$ cat src/design/sdt_pkg.sv
// ----------------------------------------------------------------------------
// sdt_pkg: shared types and constants of the seen-device table
// Table geometry, field widths, action and register codes, and the token
// and write-command records that travel along the chain of table cells.
// ----------------------------------------------------------------------------
package sdt_pkg;

  // Table geometry
  localparam int TABLE_ENTRIES = 32;
  localparam int IDX_W         = (TABLE_ENTRIES > 1) ? $clog2(TABLE_ENTRIES) : 1;

  // Field widths
  localparam int ADDR_W     = 48;
  localparam int DBM_W      = 8;
  localparam int TIME_W     = 32;
  localparam int SLOT_W     = 5;
  localparam int ACTION_W   = 3;
  localparam int CFG_IDX_W  = 4;
  localparam int CFG_DATA_W = 32;

  // Result action codes
  localparam logic [ACTION_W-1:0] ACT_SKIP    = 3'd0;
  localparam logic [ACTION_W-1:0] ACT_REFRESH = 3'd1;
  localparam logic [ACTION_W-1:0] ACT_REWRITE = 3'd2;
  localparam logic [ACTION_W-1:0] ACT_NEW     = 3'd3;
  localparam logic [ACTION_W-1:0] ACT_EVICT   = 3'd4;

  // Configuration register indexes
  localparam logic [CFG_IDX_W-1:0] CFG_MIN_INTERVAL = 4'd0;
  localparam logic [CFG_IDX_W-1:0] CFG_DISCOVER     = 4'd1;

  // Configuration reset values
  localparam logic [TIME_W-1:0] MIN_INTERVAL_RST = 32'd1000;
  localparam logic              DISCOVER_RST     = 1'b1;

  // Search token: the lookup key plus what the search has found so far
  typedef struct packed {
    logic [ADDR_W-1:0] addr;
    logic              have_free;
    logic [IDX_W-1:0]  free_slot;
    logic              have_old;
    logic [TIME_W-1:0] old_time;
    logic [IDX_W-1:0]  old_slot;
    logic              have_match;
    logic [IDX_W-1:0]  match_slot;
    logic [TIME_W-1:0] match_wtime;
  } token_t;

  // Write command broadcast to all cells at the end of an item
  typedef struct packed {
    logic                    en;
    logic                    full;
    logic [IDX_W-1:0]        slot;
    logic [ADDR_W-1:0]       addr;
    logic signed [DBM_W-1:0] sig;
    logic signed [DBM_W-1:0] pwr;
    logic [TIME_W-1:0]       now;
    logic                    tgt;
  } wr_cmd_t;

endpackage

$ cat src/design/sdt_cell.sv
// ----------------------------------------------------------------------------
// sdt_cell: one entry of the seen-device table
// Holds one entry, folds it into the passing search token and registers
// the token for the next cell. Applies the broadcast write command when
// it addresses this cell.
// ----------------------------------------------------------------------------
module sdt_cell import sdt_pkg::*; (
  input  logic             clk_i,
  input  logic             rst_ni,
  input  logic [IDX_W-1:0] idx_i,
  input  logic             tok_vld_i,
  input  token_t           tok_i,
  output logic             tok_vld_o,
  output token_t           tok_o,
  input  wr_cmd_t          wr_i
);

  // Entry storage
  logic                    valid_q;
  logic [ADDR_W-1:0]       addr_q;
  logic signed [DBM_W-1:0] sig_q;
  logic signed [DBM_W-1:0] pwr_q;
  logic [TIME_W-1:0]       seen_q;
  logic [TIME_W-1:0]       wtime_q;
  logic                    tgt_q;

  logic   tok_vld_q;
  token_t tok_q, tok_d;
  logic   hit;

  assign hit = wr_i.en && (wr_i.slot == idx_i);

  // Fold this entry into the token; nothing changes once a match is found
  always_comb begin
    tok_d = tok_i;
    if (!tok_i.have_match) begin
      if (!valid_q) begin
        if (!tok_i.have_free) begin
          tok_d.have_free = 1'b1;
          tok_d.free_slot = idx_i;
        end
      end else if (addr_q == tok_i.addr) begin
        tok_d.have_match  = 1'b1;
        tok_d.match_slot  = idx_i;
        tok_d.match_wtime = wtime_q;
      end else if (!tok_i.have_old || (seen_q < tok_i.old_time)) begin
        tok_d.have_old = 1'b1;
        tok_d.old_time = seen_q;
        tok_d.old_slot = idx_i;
      end
    end
  end

  // Token stage
  always_ff @(posedge clk_i or negedge rst_ni) begin
    if (!rst_ni) begin
      tok_vld_q <= 1'b0;
    end else begin
      tok_vld_q <= tok_vld_i;
    end
  end

  always_ff @(posedge clk_i) begin
    if (tok_vld_i) begin
      tok_q <= tok_d;
    end
  end

  // Entry valid bit
  always_ff @(posedge clk_i or negedge rst_ni) begin
    if (!rst_ni) begin
      valid_q <= 1'b0;
    end else if (hit && wr_i.full) begin
      valid_q <= 1'b1;
    end
  end

  // Entry payload: full rewrite or refresh
  always_ff @(posedge clk_i) begin
    if (hit) begin
      sig_q  <= wr_i.sig;
      seen_q <= wr_i.now;
      if (wr_i.full) begin
        addr_q  <= wr_i.addr;
        pwr_q   <= wr_i.pwr;
        wtime_q <= wr_i.now;
        tgt_q   <= wr_i.tgt;
      end else if (wr_i.pwr != '0) begin
        pwr_q <= wr_i.pwr;
      end
    end
  end

  assign tok_vld_o = tok_vld_q;
  assign tok_o     = tok_q;

endmodule

$ cat config.mk
export PLATFORM = sky130hd
export DESIGN_NAME = sdt_cell
export DESIGN_NICKNAME = d
export VERILOG_FILES = /design/src/design/sdt_pkg.sv /design/src/design/sdt_cell.sv
export SDC_FILE = /design/constraint.sdc
export NUM_CORES = 1
export LEC_CHECK = 0
export BUFFER_PORTS_ARGS = -buffer_cell sky130_fd_sc_hd__buf_2
export CAP_MARGIN = 15
export CORE_MARGIN = 1.5
export CORE_UTILIZATION = 40
export DETAILED_ROUTE_END_ITERATION = 8
export PLACE_DENSITY = 0.77
export SYNTH_ARGS = -nofsm -noshare
export SYNTH_HDL_FRONTEND = slang
export SYNTH_SLANG_ARGS = --single-unit
export TNS_END_PERCENT = 100
$ cat constraint.sdc
create_clock -name clk_i -period 3 [get_ports clk_i]
set_input_delay 0 -clock clk_i [delete_from_list [all_inputs] [get_ports clk_i]]
set_output_delay 0 -clock clk_i [all_outputs]
set_load 0.01 [all_outputs]
# [After elaboration in Yosys (flattened, before gate mapping)]
# Index checks and enable logic that the tools add are counted.
[op_classes] magnitude_cmp=1 n_eq_ne=2 mux=7 reduce_logical=5
[op_table] op="$mux 38" n=3
[op_table] op="$mux 82" n=1
[op_table] op="$mux 76" n=1
[op_table] op="$eq 48x48->1" n=1
[op_table] op="$lt 32x32->1" n=1
[op_table] op="$mux 6" n=1
[op_table] op="$eq 5x5->1" n=1
[op_table] op="$mux 5" n=1
[op_table] op="$logic_and 1x1->1" n=2
[op_table] op="$reduce_and 2->1" n=1
[op_table] op="$logic_not 1->1" n=1
[op_table] op="$logic_or 1x1->1" n=1
[word_totals] ff_bits=244 out_inout_bits=131 word_cells=29

# [Logic depth before layout (Yosys ltp)]
[depth] depth_word=6 ltp_mapped=10

# [Least setup slack after synthesis]
# No wires, ideal clock.
[synth_path] path_type="input to register" startpoint="input port idx_i[1]" endpoint="register addr_q[0] (enable)" arrival_time_ns=3.270 setup_slack_ns=-0.717 stages=4 path_buffers=0 path_cell_list="xor2_1 nor4_1 and3_1 and2_1"
[synth_between] elab_chain_cells=3
[synth_lines] item="start: declaration" line_no="sdt_cell.sv:10" source="input logic [IDX_W-1:0] idx_i,"
[synth_lines] item="$eq 5x5->1" line_no="sdt_cell.sv:31" source="assign hit = wr_i.en && (wr_i.slot == idx_i);"
[synth_lines] item="$logic_and 1x1->1" line_no="sdt_cell.sv:31"
[synth_lines] item="named net hit" line_no="sdt_cell.sv:29" source="logic hit;"
[synth_lines] item="$reduce_and 2->1 (no line)"
[synth_lines] item="end signal: assignment" line_no="sdt_cell.sv:84" source="addr_q <= wr_i.addr;"
[synth_lines] item="end: declaration" line_no="sdt_cell.sv:20" source="logic [ADDR_W-1:0] addr_q;"
# The timed path passes the listed nets, and every way through them passes these cells.
# A chain may end at the register's enable or synchronous reset.

==> out/metrics.cfg <==
[drt]
drt-initial-drc-count=447
post_drt_wl_per_cell_um=20.51
vias=7191
first_pass_iters=5
route.detailed.drc=0
drt_wl_total_um=30160
routed_via_density=4.889
antenna_left=0

[yosys]
synth-main-ff-cell=edfxtp_1
ys_seq_elements=244
synth_async_sr_flop_share_pct=0.8197
synth_top_family_by_area=multiplexers
synth_compound_area_share_pct=2.090
synth_edf_count=242
ys_top_cells_by_area=edfxtp_1 (75%), mux2_2 (8.6%), xnor2_1 (4.4%), ha_1 (4.0%), inv_1 (1.2%)
synth_xor_area_share_pct=4.786
synthAdderAreaFrac_pct=3.999
yosys.area_share.simple_pct=2.503
synth_most_common_cell=edfxtp_1
synth_area_mm2=0.009699
netlist_top_cells_count=edfxtp_1 (242), mux2_2 (74), xnor2_1 (49)
seq_area_frac_synth_pct=75.44
synthCells=520
synthMuxAreaShare_pct=9.172
netlist.area_leader.share_pct=74.92
yosys_warnings=0
avgSynthCellArea_um2=18.65
yosysTopAreaCell=edfxtp_1
synth_nets=793
synthDistinctLibCells=31

[worst_setup_path]
cp-end-kind=flip-flop
cpMaxStageDelayCell=nor4_2
max_stage_delay_ns=0.44
arrival_ns=3.16
critical_path.max_fanout=20
cp-start-kind=flip-flop
crit_buf_inv=2
required_ns=3.27
path_class=reg -> reg
crit_chain=xnor2_1 > nand4_1 > nor4_2 > buf_4 > nand3_1 > nor3b_4 > buf_12 > mux2_2
crit_family=simple AND/OR/NAND/NOR gates

[sta]
max_freq_mhz=346.2
worst_pin_slew_ns=0.6737
timing.slew.headroom_pct=55.09
finalCriticalPeriod_ns=2.889
setup_viol=0
hold_viol_final=0
min_period_over_period_pct=96.29
slew_violations=0
finalSetupTns_ns=0
worst_clock_skew_ns=0.01179

[min_path]
min_path_type=in -> reg

[clock_network]
cts_made_buffers=26
cts_root_buf=clkbuf_16
clk_pin_slew_worst_paths_ns=0.06
cts_tree=yes
htreeDepth=1
post-cts-setup-buffers=0
clk_path_buf_depth=3
numClockSinks=244
clk_latency_ns=0.53

[floorplanning]
die_w_um=158.7
initial_core_util_pct=41.08
core_area_mm2=0.02361
fp-row-count=56
io_pins=373
die_area_mm2=0.02519
die_h_um=158.7

[placed_design]
place_congestion=0.7430
dp_hpwl_um=16960
placedCellCount=1196
numPortBuffers=355

[finish]
layout.cells.non_filler=1471
nNetsFinal=1403
drive_gt1_share_pct=42.51
area_growth_pct=55.11

[grt]
grt_max_degree=82
grt-ovfl-total=0
antenna_found_initial=4
track_usage_pct=23.38
grt_pass1_vias=7926
grt_first_pass_wirelength_um=45170

[power]
peakVddDrop_mv=0.4529
p_leak_nw=6.084
pwr_density_cell_mw_per_mm2=541.7

[run]
maxCapViolations=0

[outcome]
status=finished, final reports clean

placed cells by master, fill, tap and decap left out, types with 3 or more instances in the layout:
master / instances
xor2_1: 4
edfxtp_1: 242
clkinv_1: 4
ha_1: 31
xnor2_1: 49
a21o_1: 4
nand2_1: 6
buf_4: 3
mux2_1: 5
nand4_1: 17
dlygate4sd3_1: 225
clkbuf_16: 27
clkinv_2: 6
buf_12: 6
o21ai_0: 6
mux2_2: 74
clkinvlp_4: 3
inv_1: 32
nor4_1: 3
buf_2: 354
a21oi_1: 11
diode_2: 4
nor2_1: 6
worst register-to-register path: cells and delay by family (launching register included):
kind,cells,cell delay (ns)
and+or+nand+nor,4,1.21
DFF,1,0.42
muxes,1,0.40
buffers and inverters,2,0.41
xor gates and xnor gates,1,0.20
state kept, by name (all words and copies together), names as in the netlist:
signal,count
tok_o,130
addr_q,48
seen_q,32
wtime_q,32
tok_vld_o,1
valid_q,1
report_power, final:
part	leakage [nW]	switching [mW]	internal, mW
logic	3.39	0.469	0.580
registers	2.30	0.0684	3.95
clock network	0.393	1.35	1.73
total	6.08	1.89	6.26
metrics by stage:
step	util [%]	total power [mW]	hold WS, ns	worst slack (ns)	cell area, µm²
5_1_grt	63.71	8.415	0.1473	-0.03256	15040
4_1_cts	63.62	8.129	0.1577	0.05303	15020
6_report	63.71	8.150	0.1279	0.1113	15040
2_1_floorplan	-	4.417	-0.2956	0.1223	9701
3_3_place_gp	50.65	4.833	-0.2044	-0.09639	11960
3_5_place_dp	50.65	4.854	-0.2012	-0.08455	11960
kinds of logic (layout without fill, tap and decap cells):
logic type                 after synthesis  in the layout
AOI/OAI and AO/OA                       31             31
xor gates and xnor gates                53             53
adders and majority gates               31             31
buffers and inverters                   39            667
DFF                                    244            244
muxes                                   79             79
other                                    0              4
and+or+nand+nor                         43             43
final timing paths:
path / end / startpoint / cells past startpoint / slack, ns
max reg2reg: tok_o[8] / addr_q[36] / 8 / 0.11
max in group asynchronous: valid_q / rst_ni / 3 / 2.45
min reg2reg: tok_o[31] / wtime_q[31] / 1 / 0.55
min in group asynchronous: tok_vld_o / rst_ni / 3 / 0.40
min: wtime_q[27] / wr_i[102] / 3 / 0.13
max: tok_o[8] / addr_q[36] / 8 / 0.11
final cells by class:
type / instances / area [µm²]
Fill cell: 1587 / 8568
Tap cell: 319 / 399.1
Inverter: 32 / 120.1
Clock buffer: 29 / 683.2
Antenna cell: 4 / 10.01
Clock inverter: 17 / 123.9
Multi-Input combinational cell: 237 / 2213
Timing Repair Buffer: 589 / 4178
Sequential cell: 244 / 7317
layer usage:
layer / vias up / wire (µm) / GRT usage (%) / part of all wire (%)
met5: - / 0 / 0 / 0
met4: 0 / 894 / 7.576 / 3.0
met3: 57 / 2259 / 5.329 / 7.5
met2: 393 / 15790 / 42.24 / 52
met1: 3517 / 11220 / 27.37 / 37
li1: 3224 / - / - / -
timing repair:
item / in CTS / in global routing
gates resized for setup: 2 / 2
hold buffers: 225 / 0
endpoints found under the hold margin: 257 / 0
endpoints found under the setup margin: 37 / 74
gates cloned: 0 / 0
pin swaps: 0 / 0
(Power assumes the default switching activity.)
